$ cat src/rtl/core/qpd_pkg.sv
// Package: constants, types and helper functions of the quoted-printable decoder
`timescale 1ns / 1ps
package qpd_pkg;

	localparam int WS_MAX  = 32;
	localparam int CNT_W   = $clog2(WS_MAX + 1);
	localparam int IDX_W   = $clog2(WS_MAX);
	localparam int LIT_MAX = 3;
	localparam int LIT_W   = 2;

	localparam logic [CNT_W-1:0] CNT_FULL = CNT_W'(WS_MAX);

	localparam logic [7:0] CH_EQ    = 8'd61;
	localparam logic [7:0] CH_CR    = 8'd13;
	localparam logic [7:0] CH_LF    = 8'd10;
	localparam logic [7:0] CH_TAB   = 8'd9;
	localparam logic [7:0] CH_SP    = 8'd32;
	localparam logic [7:0] CH_PR_LO = 8'd33;
	localparam logic [7:0] CH_PR_HI = 8'd126;

	typedef enum logic [2:0] {
		PH_IDLE  = 3'd0,
		PH_CR    = 3'd1,
		PH_EQ    = 3'd2,
		PH_EQHEX = 3'd3,
		PH_EQCR  = 3'd4
	} qpd_phase_t;

	typedef enum logic [1:0] {
		ST_IDLE  = 2'd0,
		ST_BLANK = 2'd1,
		ST_LIT   = 2'd2
	} qpd_state_t;

	typedef struct packed {
		logic accept;
		logic blank_step;
		logic lit_step;
	} qpd_cmd_t;

	typedef struct packed {
		logic plan_blank;
		logic plan_lit;
		logic blank_last;
		logic lit_last;
		logic lit_pend;
	} qpd_sts_t;

	function automatic logic is_hex(input logic [7:0] c);
		return c inside {[8'd48:8'd57], [8'd65:8'd70], [8'd97:8'd102]};
	endfunction

	function automatic logic [3:0] hex_val(input logic [7:0] c);
		logic [7:0] d;
		if (c inside {[8'd48:8'd57]}) begin
			d = c - 8'd48;
		end else if (c inside {[8'd65:8'd70]}) begin
			d = c - 8'd55;
		end else begin
			d = c - 8'd87;
		end
		return d[3:0];
	endfunction

endpackage

$ cat src/rtl/core/qpd_in_if.sv
// Interface: encoded byte request channel
`timescale 1ns / 1ps
interface qpd_in_if;
	logic       valid;
	logic       ready;
	logic [7:0] in_byte;
	logic       end_of_stream;

	modport source (output valid, output in_byte, output end_of_stream, input ready);
	modport sink (input valid, input in_byte, input end_of_stream, output ready);
endinterface

$ cat src/rtl/core/qpd_out_if.sv
// Interface: decoded byte request channel
`timescale 1ns / 1ps
interface qpd_out_if;
	logic       valid;
	logic       ready;
	logic [7:0] out_byte;
	logic       last_of_run;

	modport source (output valid, output out_byte, output last_of_run, input ready);
	modport sink (input valid, input out_byte, input last_of_run, output ready);
endinterface

$ cat src/rtl/core/qpd_datapath.sv
// Datapath: decode state, held blanks, literal queue and output register
`timescale 1ns / 1ps
module qpd_datapath (
	input  logic             clk,
	input  logic             arst_n,
	input  qpd_pkg::qpd_cmd_t cmd,
	output qpd_pkg::qpd_sts_t sts,
	input  logic [7:0]       in_byte,
	input  logic             end_of_stream,
	output logic [7:0]       out_byte,
	output logic             last_of_run
);
	import qpd_pkg::*;

	qpd_phase_t       phase_q;
	logic [7:0]       fh_q;
	logic [CNT_W-1:0] cnt_q;
	logic [CNT_W-1:0] nb_q;
	logic [IDX_W-1:0] bidx_q;
	logic [7:0]       lits_q [LIT_MAX];
	logic [LIT_W-1:0] nl_q;
	logic [LIT_W-1:0] lidx_q;
	logic             wpend_q;
	logic             wkind_q;
	logic             kinds_q [WS_MAX];
	logic [7:0]       out_byte_q;
	logic             out_last_q;

	qpd_phase_t       ph_d;
	logic [7:0]       fh_d;
	logic [CNT_W-1:0] cnt_d;
	logic [CNT_W-1:0] nb_d;
	logic [7:0]       lits_d [LIT_MAX];
	logic [LIT_W-1:0] nl_d;
	logic             wr_d;
	logic             wkind_d;
	logic [IDX_W-1:0] widx_d;
	logic             run_idle;
	logic             blank_last;
	logic             lit_last;

	always_comb begin
		ph_d     = phase_q;
		fh_d     = fh_q;
		cnt_d    = cnt_q;
		nb_d     = '0;
		nl_d     = '0;
		wr_d     = 1'b0;
		wkind_d  = (in_byte == CH_TAB);
		widx_d   = '0;
		run_idle = 1'b0;
		for (int i = 0; i < LIT_MAX; i++) begin
			lits_d[i] = '0;
		end

		case (phase_q)
			PH_CR, PH_EQCR: begin
				ph_d     = PH_IDLE;
				run_idle = (in_byte != CH_LF);
			end
			PH_EQ: begin
				if (in_byte == CH_CR) begin
					ph_d = PH_EQCR;
				end else if (in_byte == CH_LF) begin
					ph_d = PH_IDLE;
				end else if (is_hex(in_byte)) begin
					fh_d = in_byte;
					ph_d = PH_EQHEX;
				end else begin
					lits_d[0] = CH_EQ;
					nl_d      = LIT_W'(1);
					ph_d      = PH_IDLE;
					run_idle  = 1'b1;
				end
			end
			PH_EQHEX: begin
				ph_d = PH_IDLE;
				if (is_hex(in_byte)) begin
					lits_d[0] = {hex_val(fh_q), hex_val(in_byte)};
					nl_d      = LIT_W'(1);
				end else begin
					lits_d[0] = CH_EQ;
					lits_d[1] = fh_q;
					nl_d      = LIT_W'(2);
					run_idle  = 1'b1;
				end
			end
			default: begin
				ph_d     = PH_IDLE;
				run_idle = 1'b1;
			end
		endcase

		if (run_idle) begin
			if (cnt_d >= CNT_FULL) begin
				nb_d  = cnt_d;
				cnt_d = '0;
			end
			if (in_byte == CH_EQ) begin
				if (cnt_d != '0) begin
					nb_d = cnt_d;
				end
				cnt_d = '0;
				ph_d  = PH_EQ;
			end else if (in_byte == CH_TAB || in_byte == CH_SP) begin
				if (cnt_d < CNT_FULL) begin
					wr_d   = 1'b1;
					widx_d = cnt_d[IDX_W-1:0];
					cnt_d  = cnt_d + CNT_W'(1);
				end
			end else if (in_byte >= CH_PR_LO && in_byte <= CH_PR_HI) begin
				if (cnt_d != '0) begin
					nb_d = cnt_d;
				end
				cnt_d        = '0;
				lits_d[nl_d] = in_byte;
				nl_d         = nl_d + LIT_W'(1);
			end else if (in_byte == CH_CR || in_byte == CH_LF) begin
				cnt_d        = '0;
				lits_d[nl_d] = CH_LF;
				nl_d         = nl_d + LIT_W'(1);
				ph_d         = (in_byte == CH_CR) ? PH_CR : PH_IDLE;
			end
		end

		if (end_of_stream) begin
			if (ph_d == PH_EQ) begin
				lits_d[nl_d] = CH_EQ;
				nl_d         = nl_d + LIT_W'(1);
			end else if (ph_d == PH_EQHEX) begin
				lits_d[nl_d]               = CH_EQ;
				lits_d[nl_d + LIT_W'(1)]   = fh_d;
				nl_d                       = nl_d + LIT_W'(2);
			end
			ph_d  = PH_IDLE;
			fh_d  = '0;
			cnt_d = '0;
		end
	end

	assign blank_last = (CNT_W'(bidx_q) == nb_q - CNT_W'(1));
	assign lit_last   = (lidx_q == nl_q - LIT_W'(1));

	always_comb begin
		sts.plan_blank = (nb_d != '0);
		sts.plan_lit   = (nl_d != '0);
		sts.blank_last = blank_last;
		sts.lit_last   = lit_last;
		sts.lit_pend   = (nl_q != '0);
	end

	always_ff @(posedge clk or negedge arst_n) begin
		if (!arst_n) begin
			phase_q <= PH_IDLE;
			fh_q    <= '0;
			cnt_q   <= '0;
			nb_q    <= '0;
			bidx_q  <= '0;
			nl_q    <= '0;
			lidx_q  <= '0;
			wpend_q <= 1'b0;
		end else begin
			if (cmd.accept) begin
				phase_q <= ph_d;
				fh_q    <= fh_d;
				cnt_q   <= cnt_d;
				nb_q    <= nb_d;
				bidx_q  <= '0;
				nl_q    <= nl_d;
				lidx_q  <= '0;
				wpend_q <= wr_d && (nb_d != '0);
			end
			if (cmd.blank_step) begin
				bidx_q <= bidx_q + IDX_W'(1);
				if (blank_last) begin
					wpend_q <= 1'b0;
				end
			end
			if (cmd.lit_step) begin
				lidx_q <= lidx_q + LIT_W'(1);
			end
		end
	end

	// blank kinds: written at accept, or after the flush that frees entry zero
	always_ff @(posedge clk) begin
		if (cmd.accept) begin
			lits_q  <= lits_d;
			wkind_q <= wkind_d;
		end
		if (cmd.accept && wr_d && (nb_d == '0)) begin
			kinds_q[widx_d] <= wkind_d;
		end else if (cmd.blank_step && blank_last && wpend_q) begin
			kinds_q[0] <= wkind_q;
		end
		if (cmd.blank_step) begin
			out_byte_q <= kinds_q[bidx_q] ? CH_TAB : CH_SP;
			out_last_q <= blank_last && (nl_q == '0);
		end else if (cmd.lit_step) begin
			out_byte_q <= lits_q[lidx_q];
			out_last_q <= lit_last;
		end
	end

	assign out_byte    = out_byte_q;
	assign last_of_run = out_last_q;
endmodule

$ cat src/rtl/core/qpd_ctrl.sv
// Controller: sequences held blanks and literal bytes into the output register
`timescale 1ns / 1ps
module qpd_ctrl (
	input  logic              clk,
	input  logic              arst_n,
	input  logic              in_valid,
	output logic              in_ready,
	output logic              out_valid,
	input  logic              out_ready,
	input  qpd_pkg::qpd_sts_t sts,
	output qpd_pkg::qpd_cmd_t cmd
);
	import qpd_pkg::*;

	qpd_state_t state_q;
	qpd_state_t state_d;
	logic       out_valid_q;
	logic       adv;

	assign adv = !out_valid_q || out_ready;

	always_comb begin
		state_d        = state_q;
		cmd.accept     = 1'b0;
		cmd.blank_step = 1'b0;
		cmd.lit_step   = 1'b0;
		in_ready       = 1'b0;
		case (state_q)
			ST_IDLE: begin
				in_ready = 1'b1;
				if (in_valid) begin
					cmd.accept = 1'b1;
					if (sts.plan_blank) begin
						state_d = ST_BLANK;
					end else if (sts.plan_lit) begin
						state_d = ST_LIT;
					end
				end
			end
			ST_BLANK: begin
				if (adv) begin
					cmd.blank_step = 1'b1;
					if (sts.blank_last) begin
						state_d = sts.lit_pend ? ST_LIT : ST_IDLE;
					end
				end
			end
			ST_LIT: begin
				if (adv) begin
					cmd.lit_step = 1'b1;
					if (sts.lit_last) begin
						state_d = ST_IDLE;
					end
				end
			end
			default: begin
				state_d = ST_IDLE;
			end
		endcase
	end

	always_ff @(posedge clk or negedge arst_n) begin
		if (!arst_n) begin
			state_q     <= ST_IDLE;
			out_valid_q <= 1'b0;
		end else begin
			state_q <= state_d;
			if (cmd.blank_step || cmd.lit_step) begin
				out_valid_q <= 1'b1;
			end else if (out_ready) begin
				out_valid_q <= 1'b0;
			end
		end
	end

	assign out_valid = out_valid_q;
endmodule

$ cat src/rtl/core/quoted_printable_decoder_top.sv
// Quoted-printable decoder: one encoded byte in, zero to 33 decoded bytes out
// First results pass the controller state register, then the output register.
// The input is held while a request's results go out, one byte per cycle while the
// output is not stalled; a request giving none leaves the controller idle.
// Reset: arst_n clears decode phase, held-blank count and the output valid at once.
`timescale 1ns / 1ps
module quoted_printable_decoder_top (
	input logic       clk,
	input logic       arst_n,
	qpd_in_if.sink    enc_ch,
	qpd_out_if.source dec_ch
);
	import qpd_pkg::*;

	qpd_cmd_t cmd;
	qpd_sts_t sts;

	qpd_ctrl u_ctrl (
		.clk       (clk),
		.arst_n    (arst_n),
		.in_valid  (enc_ch.valid),
		.in_ready  (enc_ch.ready),
		.out_valid (dec_ch.valid),
		.out_ready (dec_ch.ready),
		.sts       (sts),
		.cmd       (cmd)
	);

	qpd_datapath u_dp (
		.clk           (clk),
		.arst_n        (arst_n),
		.cmd           (cmd),
		.sts           (sts),
		.in_byte       (enc_ch.in_byte),
		.end_of_stream (enc_ch.end_of_stream),
		.out_byte      (dec_ch.out_byte),
		.last_of_run   (dec_ch.last_of_run)
	);
endmodule

$ cat src/flat_wrapper.sv
// flat-port wrapper written by rule: the top's interface ports become plain ports
module quoted_printable_decoder_top_flat import qpd_pkg::*;
  (clk, arst_n, enc_ch_valid, enc_ch_in_byte, enc_ch_end_of_stream, enc_ch_ready, dec_ch_valid, dec_ch_out_byte, dec_ch_last_of_run, dec_ch_ready);
  qpd_in_if enc_ch_i ();
  qpd_out_if dec_ch_i ();
  input logic clk;
  input logic arst_n;
  input wire logic [$bits(enc_ch_i.valid)-1:0] enc_ch_valid;
  input wire logic [$bits(enc_ch_i.in_byte)-1:0] enc_ch_in_byte;
  input wire logic [$bits(enc_ch_i.end_of_stream)-1:0] enc_ch_end_of_stream;
  output wire logic [$bits(enc_ch_i.ready)-1:0] enc_ch_ready;
  output wire logic [$bits(dec_ch_i.valid)-1:0] dec_ch_valid;
  output wire logic [$bits(dec_ch_i.out_byte)-1:0] dec_ch_out_byte;
  output wire logic [$bits(dec_ch_i.last_of_run)-1:0] dec_ch_last_of_run;
  input wire logic [$bits(dec_ch_i.ready)-1:0] dec_ch_ready;
  assign enc_ch_i.valid = enc_ch_valid;
  assign enc_ch_i.in_byte = enc_ch_in_byte;
  assign enc_ch_i.end_of_stream = enc_ch_end_of_stream;
  assign enc_ch_ready = enc_ch_i.ready;
  assign dec_ch_valid = dec_ch_i.valid;
  assign dec_ch_out_byte = dec_ch_i.out_byte;
  assign dec_ch_last_of_run = dec_ch_i.last_of_run;
  assign dec_ch_i.ready = dec_ch_ready;
  quoted_printable_decoder_top u_core (.clk(clk), .arst_n(arst_n), .enc_ch(enc_ch_i), .dec_ch(dec_ch_i));
endmodule
$ cat config.mk
export PLATFORM = sky130hd
export DESIGN_NAME = quoted_printable_decoder_top_flat
export DESIGN_NICKNAME = d
export VERILOG_FILES = /design/src/rtl/core/qpd_pkg.sv /design/src/rtl/core/qpd_in_if.sv /design/src/rtl/core/qpd_out_if.sv /design/src/rtl/core/qpd_datapath.sv /design/src/rtl/core/qpd_ctrl.sv /design/src/rtl/core/quoted_printable_decoder_top.sv /design/src/flat_wrapper.sv
export SDC_FILE = /design/constraint.sdc
export NUM_CORES = 1
export LEC_CHECK = 0
export BUFFER_PORTS_ARGS = -buffer_cell sky130_fd_sc_hd__buf_2
export CAP_MARGIN = 20
export CORE_ASPECT_RATIO = 1.1
export CORE_MARGIN = 5
export CORE_UTILIZATION = 50
export CTS_CLUSTER_SIZE = 8
export DETAILED_ROUTE_END_ITERATION = 16
export GPL_ROUTABILITY_DRIVEN = 0
export GPL_TIMING_DRIVEN = 0
export MAX_ROUTING_LAYER = met4
export PLACE_DENSITY = 0.69
export REMOVE_ABC_BUFFERS = 1
export SLEW_MARGIN = 20
export SYNTH_ARGS = -nofsm -noshare
export SYNTH_HDL_FRONTEND = slang
export SYNTH_SLANG_ARGS = --single-unit
$ cat constraint.sdc
create_clock -name clk -period 4 [get_ports clk]
set_input_delay 0.2 -clock clk [delete_from_list [all_inputs] [get_ports clk]]
set_output_delay 0.2 -clock clk [all_outputs]
set_load 0.005 [all_outputs]
==> impl_results.md <==
* Mapped Area at 6380 sq um
* Die footprint at 15100 sq um
* Post-place setup slack at -0.406 ns
* Fin. max-slew vios at 0
* DRC Markers at 0
* Worst setup SP type: input port
* Number of port buffers at 23
* Via density at 6.13
* Sequential share of the synthesized area at 45.2%
* Cells after Synth at 661
* CP Capture Type: register
* Period Utilization, post-route at 96.8%
* # diodes at 0
* Initial Utilization at 50.7%
* Hold Crit Start: dec_ch_ready
* Postcts setup bufs at 0
* DR vias at 5010
* Worst-skew pair later-pin latency at about 0.35 ns
* RSZ-0062 raised after global routing: yes
* Max Clk Rate at between 200 and 300 MHz
* Relative slew margins at about a third
* Pwr Density at 417 nW/um^2
* Leak Pwr at 2.56 nW
* Commonest register cell after synthesis: edfxtp_1
* Hold Slack at 0.212 ns
* Clock Skews at just under 0.008 ns
* Flop pwr share at 48.0%
* Total GRT Usage at 20.8%
* Peak supply drop at ~0.44 mV
* Clock root cell: clkbuf_16
* Wire per inst at approximately 18 microns
* Clk pwr share at 33.5%
* CTS tree: yes
* Combinational Power Share at 18.5%
* Final core occ at 54.8%
* Ys async rst share at 35.3%
* CTS max path bufs at 2
* Most Used Layer, Global Route: met2
* Sw power at 0.833 mW
* Met1 usage at 27.6%
* Post-synth EDFFs at 66
* Post-DP Area at 6530 sq um
* Worst EP required at 4.16 ns
* Library cells used by synthesis at 72
* FP Rows at between 40 and 50
* Post-Route WL at 14800 microns
* Area share of the largest cell type after synthesis at 31.1%
* Io pins at 24
* CORE AREA at 12600 sq um
* Launch point of the worst path: enc_ch_in_byte[1]
* Max Cap Violations at 0
* Met2 usage at 31.9%
* Crit path max fanout at 9
* Final hold violations at 0
* Synth Warn # at 0
* Syn Area/Cell at between 9 and 10 sq um
* Post-DP HPWL at 10300 microns
* Post-layout nets at 689
* Minimum clock period at 3.87 ns
* Dominant cells by area after synthesis: edfxtp_1, dfrtp_1, nor2_1
* Share of cells above drive strength 1 at 12.6%
* 1st-pass router iterations at 6
* Iteration-0 DRC Markers at 486
* CP arrival at just over 4 ns
* Switching share of power at about 29%
* Clk sinks at about 100
* Final instance area at 6900 sq um
* Internal at 2.04 mW
* Worst-path clk slew at 0.07 ns
* Fin Setup TNS at 0 ns
* Layout area overhead at 8.08%
* Die Height at 128 microns
* H-tree depth at 3
* WS Path Type: in -> reg
* Global-route wire length before repair at 24900 microns
* Antenna violations before repair at 0
* Vias in the first global route at 4928
* Met3 usage at 4.48%
* Status: finished, final reports clean
* TritonCTS Buffers at 9
* Die width at 118 microns
* Routed Antenna Nets at 0
* Synth area leader: edfxtp_1
* Endpoints failing setup at 0
* Worst r2r src: u_core.u_dp.phase_q[2]$_DFFE_PN0P_
* Worst hold path type: in -> reg
* Setup ws final at roughly 0.13 ns
* Synth Register Bits at 102
* Gr ovfl total at 0
* Largest net degree at the start of global routing at 37
* Least-Margin Pin Slew at 0.982 ns
## synth_stat cells (6+ instances only)
cell and number:
nor2b_1 15, xnor2_1 11, o21ai_0 47, nor2_1 75, nor3_1 15, a21oi_1 35
o31ai_1 6, buf_2 11, nand4_1 15, nand2b_1 6, edfxtp_1 66, nand2_1 66
a22oi_1 8, dfrtp_1 36, mux2i_1 12, nand3_1 22, mux4_2 10, and2_1 6
ha_1 21, o21ai_1 8, clkbuf_1 29, a22o_1 6, inv_1 24, xor2_1 6
a31oi_1 12
## through the flow
stage | power, mW | cells
2_1_floorplan | 1.74 | 620
3_3_place_gp | 1.91 | 800
3_5_place_dp | 1.93 | 800
4_1_cts | 2.89 | 817
5_1_grt | 3.04 | 817
6_report | 2.87 | 817
## per-layer routing
layer	routed length [microns]	up-vias
met5	0	-
met4	300	0
met1	6720	2382
met2	6780	188
met3	1010	31
li1	-	2409
## layout by cell type, fill, tap and decap left out, types with 5 or more instances in the layout
cell | netlist | layout
nor2_1 | 75 | 74
nand2_1 | 66 | 66
edfxtp_1 | 66 | 66
o21ai_0 | 47 | 47
dfrtp_1 | 36 | 36
a21oi_1 | 35 | 35
inv_1 | 24 | 23
buf_2 | 11 | 23
nand3_1 | 22 | 22
ha_1 | 21 | 19
nor2b_1 | 15 | 15
nand4_1 | 15 | 15
nor3_1 | 15 | 15
a31oi_1 | 12 | 12
mux2i_1 | 12 | 12
xnor2_1 | 11 | 11
clkbuf_16 | 0 | 11
mux4_2 | 10 | 10
a22oi_1 | 8 | 8
o21ai_1 | 8 | 7
nand2b_1 | 6 | 6
and2_1 | 6 | 6
o31ai_1 | 6 | 6
xor2_1 | 6 | 6
a22o_1 | 6 | 6
nand3b_1 | 5 | 5
and3_1 | 5 | 5
a2bb2oi_1 | 5 | 5
nor3b_1 | 5 | 5
## layout make-up
class	count	area [sq um]
repair buffers	24	125
multi-input cells	494	3270
clock buffers	11	275
inverters	24	90.1
clock inverters	5	57.6
well taps	157	196
flip-flops and latches	102	2880
fillers	1123	5690
## final timing paths
check	end	slack (ns)	cells past startpoint
worst max-delay path	u_core.u_dp.lits_q[19]$_DFFE_PP_	0.13	18
worst min-delay path	u_core.u_ctrl.out_valid$_DFFE_PN0P_	0.21	3
worst max register to register	u_core.u_dp.lits_q[19]$_DFFE_PP_	0.40	13
worst min register to register	u_core.u_dp.nl_q[1]$_DFFE_PN0P_	0.51	2
max in group asynchronous	u_core.u_dp.cnt_q[2]$_DFFE_PN0P_	2.93	2
min in group asynchronous	u_core.u_dp.fh_q[6]$_DFFE_PN0P_	0.51	2
## registers in the layout (all words and copies together), names as in the netlist
name	cells
u_core.u_dp.nb_q	6
u_core.u_ctrl.out_valid	1
u_core.u_dp.nl_q	2
u_core.u_dp.fh_q	8
u_core.u_dp.out_byte	8
u_core.u_dp.bidx_q	5
u_core.u_dp.phase_q	3
u_core.u_dp.kinds_q	32
u_core.u_dp.lidx_q	2
u_core.u_dp.lits_q	24
u_core.u_dp.wpend_q	1
u_core.u_dp.wkind_q	1
u_core.u_dp.last_of_run	1
u_core.u_ctrl.state_q	2
u_core.u_dp.cnt_q	6
## kinds of logic after synthesis
family	after synthesis	share of synthesized area [%]
simple gates	257	20.3
compound gates	169	17.3
flops	102	45.2
buf+inv	65	4.06
mux	27	6.29
fa+ha+maj	21	4.12
xor+xnor	18	2.59
other cells	2	0.118
## power by group through the flow
stage / Combinational (mW) / Clock, mW / Sequential, mW
after floorplan: 0.356 / 0 / 1.38
after global placement: 0.513 / 0 / 1.40
after detailed placement: 0.529 / 0 / 1.40
after CTS: 0.534 / 0.974 / 1.38
after global routing: 0.603 / 1.03 / 1.40
final: 0.531 / 0.962 / 1.38
## worst max-delay path, cell delays in order
cell	delay, ns
buf_2	0.19
inv_1	0.13
ha_1	0.30
or4b_4	0.55
nand2_1	0.11
a21oi_2	0.08
nor2_4	0.16
mux2_2	0.41
ha_1	0.29
and3_1	0.16
o21ai_2	0.27
inv_1	0.11
ha_1	0.27
nor2b_1	0.29
a31oi_1	0.07
o21ai_0	0.20
nand2_1	0.07
o21ai_0	0.14
## timing repair
| action | 4_1_cts | 5_1_grt |
|---|---|---|
| gates cloned | 0 | 0 |
| resized for setup | 2 | 4 |
| hold buffers | 1 | 0 |
| endpoints found under the setup margin | 1 | 15 |
| hold endpoints to repair | 12 | 0 |
(Power assumes the default switching activity.)
